==> config.mk <==
export PLATFORM = sky130hd
export DESIGN_NAME = ac_phase_dimmer_scheduler
export DESIGN_NICKNAME = d
export VERILOG_FILES = /design/src/rtl/core/acpd_pkg.sv /design/src/rtl/core/acpd_ram.sv /design/src/rtl/core/acpd_mul.sv /design/src/rtl/core/ac_phase_dimmer_scheduler.sv
export SDC_FILE = /design/constraint.sdc
export NUM_CORES = 2
export LEC_CHECK = 0
export BUFFER_PORTS_ARGS = -buffer_cell sky130_fd_sc_hd__buf_2
export CORE_MARGIN = 10
export CORE_UTILIZATION = 25
export CTS_CLUSTER_DIAMETER = 80
export CTS_CLUSTER_SIZE = 12
export DETAILED_ROUTE_END_ITERATION = 10
export PLACE_DENSITY_LB_ADDON = 0.1
export SLEW_MARGIN = 15
export SYNTH_ARGS = -nofsm -noshare
export SYNTH_HDL_FRONTEND = slang
export SYNTH_SLANG_ARGS = --single-unit
==> constraint.sdc <==
create_clock -name clk_i -period 11.1 [get_ports clk_i]
set_input_delay 1.11 -clock clk_i [delete_from_list [all_inputs] [get_ports clk_i]]
set_output_delay 1.11 -clock clk_i [all_outputs]
set_load 0.01 [all_outputs]
==> src/rtl/core/acpd_pkg.sv <==
// ----------------------------------------------------------------------------
// acpd_pkg
// Shared codes, register indexes, reset values and arithmetic widths of the
// AC phase-angle dimmer scheduler.
// ----------------------------------------------------------------------------
package acpd_pkg;

  localparam int unsigned OP_W  = 2;
  localparam int unsigned REG_W = 16;
  localparam int unsigned IDX_W = 2;

  localparam logic [OP_W-1:0] OP_TICK     = 2'd0;
  localparam logic [OP_W-1:0] OP_CROSSING = 2'd1;
  localparam logic [OP_W-1:0] OP_WRITE    = 2'd2;

  localparam logic [IDX_W-1:0] REG_MIN_DELAY = 2'd0;
  localparam logic [IDX_W-1:0] REG_MAX_DELAY = 2'd1;
  localparam logic [IDX_W-1:0] REG_DEBOUNCE  = 2'd2;

  localparam logic [REG_W-1:0] MIN_DELAY_RST = 16'd500;
  localparam logic [REG_W-1:0] MAX_DELAY_RST = 16'd8800;
  localparam logic [REG_W-1:0] DEBOUNCE_RST  = 16'd1000;
  localparam logic [REG_W-1:0] COUNT_MAX     = 16'hFFFF;

  // Multiplier operand widths: |level * (min - max)| < 2^24, reciprocal < 2^25
  localparam int unsigned MUL_A_W = 24;
  localparam int unsigned MUL_B_W = 25;
  localparam int unsigned MUL_P_W = MUL_A_W + MUL_B_W;

  // ceil(2^32 / 255): (x * RECIP_255) >> 32 equals x div 255 for x < 2^24
  localparam logic [MUL_B_W-1:0] RECIP_255   = 25'd16843010;
  localparam int unsigned        RECIP_SHIFT = 32;

endpackage

==> src/rtl/core/acpd_ram.sv <==
// ----------------------------------------------------------------------------
// acpd_ram
// Generic single-write, single-read RAM with registered read data.
// ----------------------------------------------------------------------------
module acpd_ram #(
  parameter int unsigned WIDTH = 32,
  parameter int unsigned DEPTH = 64
) (
  input  logic                     clk_i,
  input  logic                     we_i,
  input  logic [$clog2(DEPTH)-1:0] waddr_i,
  input  logic [WIDTH-1:0]         wdata_i,
  input  logic [$clog2(DEPTH)-1:0] raddr_i,
  output logic [WIDTH-1:0]         rdata_o
);

  logic [WIDTH-1:0] mem_q [DEPTH];
  logic [WIDTH-1:0] rdata_q;

  always_ff @(posedge clk_i) begin
    if (we_i) begin
      mem_q[waddr_i] <= wdata_i;
    end
    rdata_q <= mem_q[raddr_i];
  end

  assign rdata_o = rdata_q;

endmodule

==> src/rtl/core/acpd_mul.sv <==
// ----------------------------------------------------------------------------
// acpd_mul
// Shared unsigned multiplier with a registered product, used for the level
// scaling and for the reciprocal division by 255.
// ----------------------------------------------------------------------------
module acpd_mul
  import acpd_pkg::*;
(
  input  logic               clk_i,
  input  logic [MUL_A_W-1:0] a_i,
  input  logic [MUL_B_W-1:0] b_i,
  output logic [MUL_P_W-1:0] p_o
);

  logic [MUL_P_W-1:0] p_q;

  always_ff @(posedge clk_i) begin
    p_q <= MUL_P_W'(a_i) * MUL_P_W'(b_i);
  end

  assign p_o = p_q;

endmodule

==> src/rtl/core/ac_phase_dimmer_scheduler.sv <==
// ----------------------------------------------------------------------------
// ac_phase_dimmer_scheduler
// Multi-channel triac phase-angle dimmer: double-buffered delay banks, zero
// crossing debounce and a serial per-tick scan of the front bank.
// ----------------------------------------------------------------------------
//  channel | direction | handshake                  | payload
//  in      | sink      | in_valid_i / in_stall_o    | operation, channel, red, green,
//          |           |                            | blue, commit
//  out     | source    | out_valid_o / out_stall_i  | gates, crossing_accepted,
//          |           |                            | gates_changed
//  cfg     | sink      | cfg_we_i                   | cfg_index_i, cfg_data_i
//
//  An armed tick scans one bank entry per cycle through the RAM read port.
//  A write with nonzero brightness to a channel in range runs four passes
//  through the shared multiplier. One item at a time; a held result does
//  not block the next item's work. Reset clears all banks to disabled at
//  once through per-entry enable flops.
// ----------------------------------------------------------------------------
module ac_phase_dimmer_scheduler
  import acpd_pkg::*;
#(
  parameter int unsigned CHANNELS = 32
) (
  input  logic             clk_i,
  input  logic             rst_ni,
  input  logic             in_valid_i,
  output logic             in_stall_o,
  input  logic [OP_W-1:0]  operation_i,
  input  logic [4:0]       channel_i,
  input  logic [7:0]       red_i,
  input  logic [7:0]       green_i,
  input  logic [7:0]       blue_i,
  input  logic             commit_i,
  output logic             out_valid_o,
  input  logic             out_stall_i,
  output logic [31:0]      gates_o,
  output logic             crossing_accepted_o,
  output logic             gates_changed_o,
  input  logic             cfg_we_i,
  input  logic [IDX_W-1:0] cfg_index_i,
  input  logic [REG_W-1:0] cfg_data_i
);

  localparam int unsigned ACT_CH = (CHANNELS < 32) ? CHANNELS : 32;
  localparam int unsigned CW     = (ACT_CH > 1) ? $clog2(ACT_CH) : 1;
  localparam int unsigned AW     = CW + 1;
  localparam int unsigned ENT    = 2 ** AW;

  localparam logic [2:0] S_IDLE = 3'd0;
  localparam logic [2:0] S_SCAN = 3'd1;
  localparam logic [2:0] S_W0   = 3'd2;
  localparam logic [2:0] S_W1   = 3'd3;
  localparam logic [2:0] S_W2   = 3'd4;
  localparam logic [2:0] S_W3   = 3'd5;
  localparam logic [2:0] S_W4   = 3'd6;
  localparam logic [2:0] S_DONE = 3'd7;

  logic [2:0]        state_q, state_d;
  logic              bank_sel_q, bank_sel_d;
  logic              frame_rdy_q, frame_rdy_d;
  logic [REG_W-1:0]  elapsed_q, elapsed_d;
  logic              armed_q, armed_d;
  logic [ACT_CH-1:0] gate_q, gate_d;
  logic [ENT-1:0]    en_q, en_d;
  logic [REG_W-1:0]  min_q, min_d;
  logic [REG_W-1:0]  max_q, max_d;
  logic [REG_W-1:0]  deb_q, deb_d;
  logic [CW:0]       scan_q, scan_d;
  logic              proc_vld_q, proc_vld_d;
  logic [CW-1:0]     proc_idx_q, proc_idx_d;
  logic              acc_q, acc_d;
  logic              chg_q, chg_d;
  logic              out_valid_q, out_valid_d;

  logic [CW-1:0]     ch_q;
  logic [7:0]        level_q;
  logic [REG_W-1:0]  on_q;
  logic [31:0]       out_gates_q;
  logic              out_acc_q;
  logic              out_chg_q;

  logic              accept;
  logic              out_load;
  logic [7:0]        level_in;
  logic              ch_in_range;
  logic              lo_ge;
  logic [REG_W-1:0]  dmag;
  logic [MUL_A_W-1:0] mul_a;
  logic [MUL_B_W-1:0] mul_b;
  logic [MUL_P_W-1:0] mul_p;
  logic [REG_W-1:0]  quot;
  logic [REG_W-1:0]  delay_res;
  logic              ram_we;
  logic [AW-1:0]     ram_waddr;
  logic [AW-1:0]     ram_raddr;
  logic [31:0]       ram_rdata;
  logic              ent_en;
  logic              gate_old;
  logic              gate_new;
  logic              tick_end;

  assign accept     = in_valid_i && !in_stall_o;
  assign in_stall_o = (state_q != S_IDLE);
  assign out_load   = (state_q == S_DONE) && (!out_valid_q || !out_stall_i);

  always_comb begin
    level_in = red_i;
    if (green_i > level_in) begin
      level_in = green_i;
    end
    if (blue_i > level_in) begin
      level_in = blue_i;
    end
  end

  assign ch_in_range = (32'(channel_i) < CHANNELS);
  assign lo_ge       = (min_q >= max_q);
  assign dmag        = lo_ge ? (min_q - max_q) : (max_q - min_q);

  always_comb begin
    mul_a = '0;
    mul_b = '0;
    case (state_q)
      S_W0: begin
        mul_a = MUL_A_W'(level_q);
        mul_b = MUL_B_W'(dmag);
      end
      S_W2: begin
        mul_a = MUL_A_W'(level_q - 8'd1);
        mul_b = MUL_B_W'(dmag);
      end
      S_W1, S_W3: begin
        mul_a = mul_p[MUL_A_W-1:0];
        mul_b = RECIP_255;
      end
      default: begin
        mul_a = '0;
        mul_b = '0;
      end
    endcase
  end

  acpd_mul u_mul (
    .clk_i (clk_i),
    .a_i   (mul_a),
    .b_i   (mul_b),
    .p_o   (mul_p)
  );

  assign quot      = mul_p[RECIP_SHIFT +: REG_W];
  assign delay_res = lo_ge ? (max_q + quot) : (max_q - quot);

  assign ram_we    = (state_q == S_W4);
  assign ram_waddr = {~bank_sel_q, ch_q};
  assign ram_raddr = {bank_sel_q, scan_q[CW-1:0]};

  acpd_ram #(
    .WIDTH (32),
    .DEPTH (ENT)
  ) u_bank_ram (
    .clk_i   (clk_i),
    .we_i    (ram_we),
    .waddr_i (ram_waddr),
    .wdata_i ({on_q, delay_res}),
    .raddr_i (ram_raddr),
    .rdata_o (ram_rdata)
  );

  assign ent_en   = en_q[{bank_sel_q, proc_idx_q}];
  assign gate_old = gate_q[proc_idx_q];

  always_comb begin
    gate_new = gate_old;
    if (ent_en && (ram_rdata[31:16] == elapsed_q)) begin
      gate_new = 1'b1;
    end
    if (ent_en && (ram_rdata[15:0] == elapsed_q)) begin
      gate_new = 1'b0;
    end
  end

  always_comb begin
    state_d     = state_q;
    bank_sel_d  = bank_sel_q;
    frame_rdy_d = frame_rdy_q;
    elapsed_d   = elapsed_q;
    armed_d     = armed_q;
    gate_d      = gate_q;
    en_d        = en_q;
    min_d       = min_q;
    max_d       = max_q;
    deb_d       = deb_q;
    scan_d      = scan_q;
    proc_vld_d  = 1'b0;
    proc_idx_d  = proc_idx_q;
    acc_d       = acc_q;
    chg_d       = chg_q;
    out_valid_d = out_valid_q && out_stall_i;
    tick_end    = 1'b0;

    if (cfg_we_i) begin
      case (cfg_index_i)
        REG_MIN_DELAY: min_d = cfg_data_i;
        REG_MAX_DELAY: max_d = cfg_data_i;
        REG_DEBOUNCE:  deb_d = cfg_data_i;
        default: ;
      endcase
    end

    case (state_q)
      S_IDLE: begin
        if (accept) begin
          acc_d   = 1'b0;
          chg_d   = 1'b0;
          state_d = S_DONE;
          case (operation_i)
            OP_TICK: begin
              if (armed_q) begin
                scan_d  = '0;
                state_d = S_SCAN;
              end else begin
                tick_end = 1'b1;
              end
            end
            OP_CROSSING: begin
              if (elapsed_q >= deb_q) begin
                acc_d     = 1'b1;
                elapsed_d = '0;
                armed_d   = 1'b1;
                if (frame_rdy_q) begin
                  bank_sel_d  = ~bank_sel_q;
                  frame_rdy_d = 1'b0;
                end
              end
            end
            OP_WRITE: begin
              if (commit_i) begin
                frame_rdy_d = 1'b1;
              end
              if (ch_in_range) begin
                if (level_in == 8'd0) begin
                  en_d[{~bank_sel_q, channel_i[CW-1:0]}] = 1'b0;
                end else begin
                  state_d = S_W0;
                end
              end
            end
            default: ;
          endcase
        end
      end
      S_SCAN: begin
        if (proc_vld_q) begin
          gate_d[proc_idx_q] = gate_new;
          if (gate_new != gate_old) begin
            chg_d = 1'b1;
          end
        end
        if (scan_q != (CW+1)'(ACT_CH)) begin
          proc_vld_d = 1'b1;
          proc_idx_d = scan_q[CW-1:0];
          scan_d     = scan_q + 1'b1;
        end else begin
          tick_end = 1'b1;
          state_d  = S_DONE;
        end
      end
      S_W0: state_d = S_W1;
      S_W1: state_d = S_W2;
      S_W2: state_d = S_W3;
      S_W3: state_d = S_W4;
      S_W4: begin
        en_d[ram_waddr] = 1'b1;
        state_d         = S_DONE;
      end
      S_DONE: begin
        if (out_load) begin
          out_valid_d = 1'b1;
          state_d     = S_IDLE;
        end
      end
      default: state_d = S_IDLE;
    endcase

    if (tick_end) begin
      if (elapsed_q == COUNT_MAX) begin
        armed_d = 1'b0;
      end else begin
        elapsed_d = elapsed_q + 1'b1;
      end
    end
  end

  always_ff @(posedge clk_i or negedge rst_ni) begin
    if (!rst_ni) begin
      state_q     <= S_IDLE;
      bank_sel_q  <= 1'b0;
      frame_rdy_q <= 1'b0;
      elapsed_q   <= '0;
      armed_q     <= 1'b0;
      gate_q      <= '0;
      en_q        <= '0;
      min_q       <= MIN_DELAY_RST;
      max_q       <= MAX_DELAY_RST;
      deb_q       <= DEBOUNCE_RST;
      scan_q      <= '0;
      proc_vld_q  <= 1'b0;
      proc_idx_q  <= '0;
      acc_q       <= 1'b0;
      chg_q       <= 1'b0;
      out_valid_q <= 1'b0;
    end else begin
      state_q     <= state_d;
      bank_sel_q  <= bank_sel_d;
      frame_rdy_q <= frame_rdy_d;
      elapsed_q   <= elapsed_d;
      armed_q     <= armed_d;
      gate_q      <= gate_d;
      en_q        <= en_d;
      min_q       <= min_d;
      max_q       <= max_d;
      deb_q       <= deb_d;
      scan_q      <= scan_d;
      proc_vld_q  <= proc_vld_d;
      proc_idx_q  <= proc_idx_d;
      acc_q       <= acc_d;
      chg_q       <= chg_d;
      out_valid_q <= out_valid_d;
    end
  end

  always_ff @(posedge clk_i) begin
    if (accept) begin
      ch_q    <= channel_i[CW-1:0];
      level_q <= level_in;
    end
    if (state_q == S_W2) begin
      on_q <= delay_res;
    end
    if (out_load) begin
      out_gates_q <= 32'(gate_q);
      out_acc_q   <= acc_q;
      out_chg_q   <= chg_q;
    end
  end

  assign out_valid_o         = out_valid_q;
  assign gates_o             = out_gates_q;
  assign crossing_accepted_o = out_acc_q;
  assign gates_changed_o     = out_chg_q;

`ifndef SYNTHESIS
  a_scan_needs_armed : assert property (
    @(posedge clk_i) disable iff (!rst_ni)
    (state_q == S_SCAN) |-> armed_q
  ) else $error("bank scan running while not armed");

  a_gates_only_in_scan : assert property (
    @(posedge clk_i) disable iff (!rst_ni)
    (state_q != S_SCAN) |=> $stable(gate_q)
  ) else $error("gate levels changed outside a tick scan");

  a_write_back_bank : assert property (
    @(posedge clk_i) disable iff (!rst_ni)
    ram_we |-> (ram_waddr[AW-1] != bank_sel_q)
  ) else $error("delay write aimed at the front bank");

  a_flags_exclusive : assert property (
    @(posedge clk_i) disable iff (!rst_ni)
    out_valid_o |-> !(crossing_accepted_o && gates_changed_o)
  ) else $error("crossing and gate change flagged on one item");
`endif

endmodule
== Word-level counts from Yosys, hierarchy flattened ==
Memories as Yosys holds them, arrays and structs flattened. A register that Yosys moved wholly into a read port is not among the register bits.
Index checks and enable logic that the tools add are counted.

* Flip-flop bits (word level): 292
* RAM bits: 2,048
* Input bits: 55
* Output and inout bits: 36
* Logic and storage cells: 176
* Memories kept: 1

{| class="wikitable"
|+ Memories
! memory !! depth !! bits a word !! read ports !! clocked after Yosys merged registers in !! wr ports !! line !! text
|-
| u_bank_ram.mem_q || 64 || 32 || 1 || 1 || 1 || acpd_ram.sv:17 || <nowiki>logic [WIDTH-1:0] mem_q [DEPTH];</nowiki>
|}

* $add $sub $neg: 7
* $mul: 1
* Order comparisons: 11
* Eq/ne operators: 28
* Mux-type cells: 67
* Bitwise operators: 4
* Reductions and logical operators: 34

{| class="wikitable"
|+ Operators with widths
! cell !! count
|-
| 64-bit 2-to-1 mux || 3
|-
| 16-bit 2-to-1 mux || 8
|-
| 64-bit one-hot mux with 2 select lines || 1
|-
| 24-bit one-hot mux with 3 select lines || 1
|-
| 64-bit AND || 1
|-
| 64-bit NOT || 1
|-
| 64-bit OR || 1
|-
| 25-bit one-hot mux with 2 select lines || 1
|-
| 24-bit by 25-bit multiplier with 48-bit output || 1
|-
| 16-bit subtractor || 3
|-
| 32-bit bitwise mux || 1
|-
| 16-bit == test || 2
|-
| 16-bit >= comparator || 2
|-
| 1-bit 2-to-1 mux || 30
|-
| 6-bit 2-to-1 mux || 4
|-
| 3-bit one-hot mux with 8 select lines || 1
|-
| 6-bit by 7-bit less-than comparator with 1-bit output (second input constant) || 3
|-
| 2-bit inequality test (second input constant) || 10
|-
| 16-bit by 1-bit adder with 16-bit output (second input constant) || 1
|-
| 16-bit adder || 1
|-
| 16-bit == test (second input constant) || 1
|-
| 8-bit > comparator || 2
|-
| 8-bit 2-to-1 mux || 2
|-
| 3-bit 2-to-1 mux || 5
|-
| other kinds (34) || 66
|}

== Longest topological paths before layout ==
* Depth in word-level cells: 11
* Gate-level depth with buffers: 41
* Depth with buffers taken out: 38

== Hierarchy ==
A second synthesis with hierarchy kept.

* Cells, all modules: 7,194
* Area total of the unflattened synthesis: 114,084.4 µm²

{| class="wikitable"
|+ By module, submodules not included
! module !! times used !! cells each !! area an instance (µm²) !! sequential area each (µm²)
|-
| acpd_ram || 1 || 3,361 || 78,355.1 || 62,139.6
|-
| acpd_mul || 1 || 2,345 || 20,908.8 || 980.9
|-
| ac_phase_dimmer_scheduler || 1 || 1,488 || 14,820.5 || 6,441.2
|}

== Worst setup path after synthesis ==
Ideal clock, no wire load.

* Kind: flip-flop to flip-flop
* Start: reg min_q[4]
* End: reg u_mul.p_q[44], in the netlist u_mul.p_o[44]
* Library setup time: 0.072 ns
* Arrival time: 9.189 ns
* Required time: 11.028 ns
* Slack: 1.838 ns
* Stages on the path, launching flop included: 37
* Buffers on the path: 4
* Clock period less this slack: 9.262 ns
* Cells stage by stage: dfstp_2 -> inv_1 -> ha_1 -> buf_6 -> a2111o_1 -> o21bai_1 -> a31oi_2 -> o21ai_2 -> o31ai_4 -> buf_6 -> buf_6 -> mux2i_1 -> xor2_1 -> clkbuf_1 -> nand2_1 -> fa_1 -> inv_1 -> fa_1 -> inv_1 -> fa_1 -> inv_1 -> fa_1 -> fa_1 -> fa_1 -> inv_1 -> fa_1 -> inv_1 -> ha_1 -> and3_1 -> a221o_1 -> a221oi_1 -> o31a_1 -> nor2_1 -> nor3_1 -> o21ai_0 -> a211oi_1 -> xnor2_1

* Cells in the longest elaborated chain, start to end: 4
* Elaborated cells between the ends (all ways): 6
* Classes of those cells: add/sub: 2; mul: 1; order compare: 1; mux: 2

{| class="wikitable"
|+ Ends and longest elaborated chain
! element !! line !! text
|-
| start, declared || ac_phase_dimmer_scheduler.sv:65 || <nowiki>logic [REG_W-1:0] min_q, min_d;</nowiki>
|-
| start signal, assigned || ac_phase_dimmer_scheduler.sv:320 || <nowiki>min_q <= min_d;</nowiki>
|-
| 16-bit subtractor or 16-bit >= comparator (tied branches) || ac_phase_dimmer_scheduler.sv:118, ac_phase_dimmer_scheduler.sv:117 ||
|-
| 16-bit 2-to-1 mux * || ac_phase_dimmer_scheduler.sv:118 || <nowiki>assign dmag = lo_ge ? (min_q - max_q) : (max_q - min_q);</nowiki>
|-
| 25-bit one-hot mux with 2 select lines * || ac_phase_dimmer_scheduler.sv:123 || <nowiki>case (state_q)</nowiki>
|-
| 24-bit by 25-bit multiplier with 48-bit output * || acpd_mul.sv:18 || <nowiki>p_q <= MUL_P_W'(a_i) * MUL_P_W'(b_i);</nowiki>
|-
| end signal, assigned || acpd_mul.sv:18 ||
|-
| end, declared || acpd_mul.sv:15 || <nowiki>logic [MUL_P_W-1:0] p_q;</nowiki>
|}

Mark *: on every way between the ends. The rest lies on a longest branch, timed or not.
A chain may end at the register's enable or synchronous reset.

== Worst setup path in the final report ==
* Start: reg min_q[4]
* End: reg u_mul.p_q[47], in the netlist u_mul.p_o[47]

The elaborated chain is that of the path after synthesis.

==> flow_summary.toml <==
[status]
run_status = "complete, no violations"

[setup_path]
r2r_end = "u_mul.p_o[47]$_DFF_P_"
r2r_cells = 36
cp-end-kind = "flop"
worstSetupStartpointType = "flop"
rrSetupSlack_ns = 0.61
slowest_stage = "dfstp_2"
cpMostUsedCell = "fa_1"
cp_max_fo = 18
cp-endpoint = "u_mul.p_o[47]$_DFF_P_"
arrival_ns = 11.28
critical_path_class = "reg2reg"
cp-startpoint = "min_q[4]$_DFFE_PN1P_"
r2r-start = "min_q[4]$_DFFE_PN1P_"
cp.required_ns = 11.89
cpPeakStageDelay_ns = 0.54

[placement]
place_congestion = 0.763
dpl.hpwl_um = 220000
port_buffers = 90

[clock_tree]
clock_latency_ns = 0.92
htreeDepth = 4
path_clk_slew_ns = 0.07
cts_sinks = 2364
numCtsBuffers = 224
root_buffer = "clkbuf_16"
cts_tree = "yes"
clock_path_buffers = 4

[timing]
setup_viol = 0
final.min_clock_period_ns = 10.49
skew_ns = 0.0494
worst_pin_slew_ns = 1.09
maxSlewHeadroom_pct = 26.9
slew_violations = 0
post-route-period-util_pct = 94.5
fmax_mhz = 95.3
setup-tns-final_ns = 0
hold-worst-slack_ns = 0.247
grt_setup_unrepaired = "false"
hold_viol = 0

[floorplan]
die_y_um = 678
io_pins = 91
fp.dieW_um = 678
initial_core_util_pct = 25.1
core_um2 = 431000
die-area_um2 = 460000
num_rows = 241

[global_routing]
grt_antenna_before_repair = 33
grt.total_usage_pct = 15.2
grt_pass1_wl_um = 500000
grt_pass1_vias = 60400
grt-ovfl-total = 0
grt_max_degree = 135

[synthesis]
synthFlopType = "edfxtp_1"
syn-cell-area_um2 = 108000
ys_ff_latch = 2364
synth_seq_area_share_pct = 64.1
syn-num-nets = 6883
async_flop_share_pct = 7.66
synth_warnings = 0
synth_cell_types = 81
synth_edf_count = 2111
synthCells = 6216
synth.avg_cell_area_um2 = 17.4

[finish]
final_common_cell = "edfxtp_1"
fill_cells = 43000
mostFrequentLayoutCells = "edfxtp_1, mux4_2, inv_1"
drive_above_1_share_pct = 22.1
layout.nets = 7107
multi_input_area_um2 = 35500
seqCellArea_um2 = 69400
syn_to_final_growth_pct = 13.7

[hold_path]
min_path_type = "in2async"

[routing]
wl_per_cell_um = 28.9
dr.pass1.iters = 5
route.detailed.drc = 0
drt_iter0_markers = 4709
postRouteAntennaNets = 0
vias_per_cell = 4.60
num_vias = 56600
drt-total-wl_um = 355000

[power]
leakage_nw = 42.6
vdd_ir_drop_max_mv = 0.365
power_density_nw_per_um2 = 290

[run]
cap_viol_max_count = 0
-- per-layer routing --
metal	up-vias	GRT usage, %	wire length (um)
li1	23900	-	-
met1	31300	22.1	170000
met2	1152	24.8	168000
met3	317	1.73	12600
met4	0	2.46	5480
met5	-	0	0
-- timing repair --
item | CTS | global route
endpoints found under the setup margin | 0 | 10
hold buffers | 0 | 0
gates resized for setup | 0 | 2
endpoints found under the hold margin | 0 | 0
buffers inserted | 0 | 2
-- flip-flops by register name (all words and copies together) (netlist names), 3 cells and up --
signal              count
deb_q                  16
ch_q                    5
u_bank_ram.mem_q     2048
state_q                 3
elapsed_q              16
level_q                 8
u_mul.p_o              40
scan_q                  6
on_q                   16
gates_o                32
min_q                  16
gate_q                 32
max_q                  16
u_bank_ram.rdata_o     32
en_q                   64
proc_idx_q              5
-- report_power, final --
part | switching [W] | leakage (nW) | total [W] | internal (W)
Clock | 0.00340 | 3.05 | 0.00719 | 0.00380
Combinational | 0.00997 | 17.9 | 0.0146 | 0.00459
Sequential | 0.000344 | 21.6 | 0.0140 | 0.0136
-- through the flow --
stage	cells	setup slack (ns)	cell area, um^2	utilization [%]	total power (W)
3_3_place_gp	11900	0.355	117000	27.1	0.0289
2_1_floorplan	6216	1.84	108000	-	0.0227
3_5_place_dp	11900	0.257	117000	27.1	0.0290
5_1_grt	12300	0.00794	123000	28.5	0.0379
4_1_cts	12300	0.210	123000	28.5	0.0364
6_report	12300	0.608	123000	28.6	0.0357
-- critical path, delay by kind of cell, from the launching register on --
kind,cells,cell delay [ns]
AOI/OAI and AO/OA,15,3.57
buffers and inverters,8,1.01
xor gates and xnor gates,2,0.61
and+or+nand+nor,2,0.39
DFF,1,0.54
adders and majority gates,9,4.28
-- area by class of cell --
| class | count | area share (%) |
|---|---|---|
| Timing Repair Buffer | 284 | 1.67 |
| Antenna cell | 15 | 0.0305 |
| Inverter | 701 | 2.14 |
| Clock inverter | 19 | 0.194 |
| Multi-Input combinational cell | 2865 | 28.8 |
| Clock buffer | 337 | 4.97 |
| Tap cell | 5710 | 5.80 |
| Sequential cell | 2364 | 56.4 |
-- kinds of logic (layout without fill, tap and decap cells) --
kind of cell / Yosys count / in the layout / share of synthesized area, %
compound gates: 446 / 446 / 2.54
xor+xnor: 110 / 110 / 0.931
fa+ha+maj: 612 / 612 / 9.47
buf+inv: 987 / 1341 / 3.54
flops: 2364 / 2364 / 64.1
mux: 793 / 793 / 15.5
other cells: 0 / 15 / 0
simple gates: 904 / 904 / 3.93
-- cell usage after synthesis (8+ instances only) --
cell type     n  area share [%]
xor2_1       37            0.30
o21ai_0     101            0.47
nor2b_1      22            0.13
mux2i_1      24            0.22
or3_1        11           0.064
nor3_1       31            0.14
buf_1        62            0.21
and2_1       83            0.48
edfxtp_1   2111              59
nor3b_1      10           0.069
buf_6         9           0.094
and3_1       23            0.13
o21bai_1     13           0.090
nor2_1      181            0.63
mux2_2       68            0.71
dfrtp_1     165             3.8
nand2b_1     27            0.16
nand4_1      25            0.14
nand2_1     414             1.4
a211oi_1     25            0.17
fa_1        346             6.4
xnor2_1      67            0.54
nor4_4        8            0.16
inv_1       693             2.4
inv_2         8           0.028
mux4_2      692              14
or2_2        11           0.064
buf_4         8           0.055
buf_2        20           0.092
a21o_1       39            0.27
ha_1        266             3.1
dfxtp_1      72             1.3
o21ai_1       8           0.037
nor4_1        9           0.052
a21oi_1     132            0.61
clkbuf_1    186            0.64
a31oi_1      59            0.34
dfstp_2      16            0.39
nand3_1      28            0.13
mux4_1        9            0.22
-- worst min path at each step --
| stage | slack, ns | end | start | depth (start not counted) |
|---|---|---|---|---|
| floorplan | 0.42 | crossing_accepted_o$_DFFE_PP_ | acc_q$_DFFE_PN0P_ | 0 |
| global placement | 0.44 | crossing_accepted_o$_DFFE_PP_ | acc_q$_DFFE_PN0P_ | 0 |
| detailed placement | 0.44 | crossing_accepted_o$_DFFE_PP_ | acc_q$_DFFE_PN0P_ | 0 |
| CTS | 0.17 | state_q[1]$_DFFE_PN0P_ | rst_ni | 1 |
| global route | 0.22 | elapsed_q[5]$_DFF_PN0_ | rst_ni | 1 |
| finish | 0.25 | state_q[1]$_DFFE_PN0P_ | rst_ni | 1 |
Note: power is estimated with default switching activity, not from simulation.
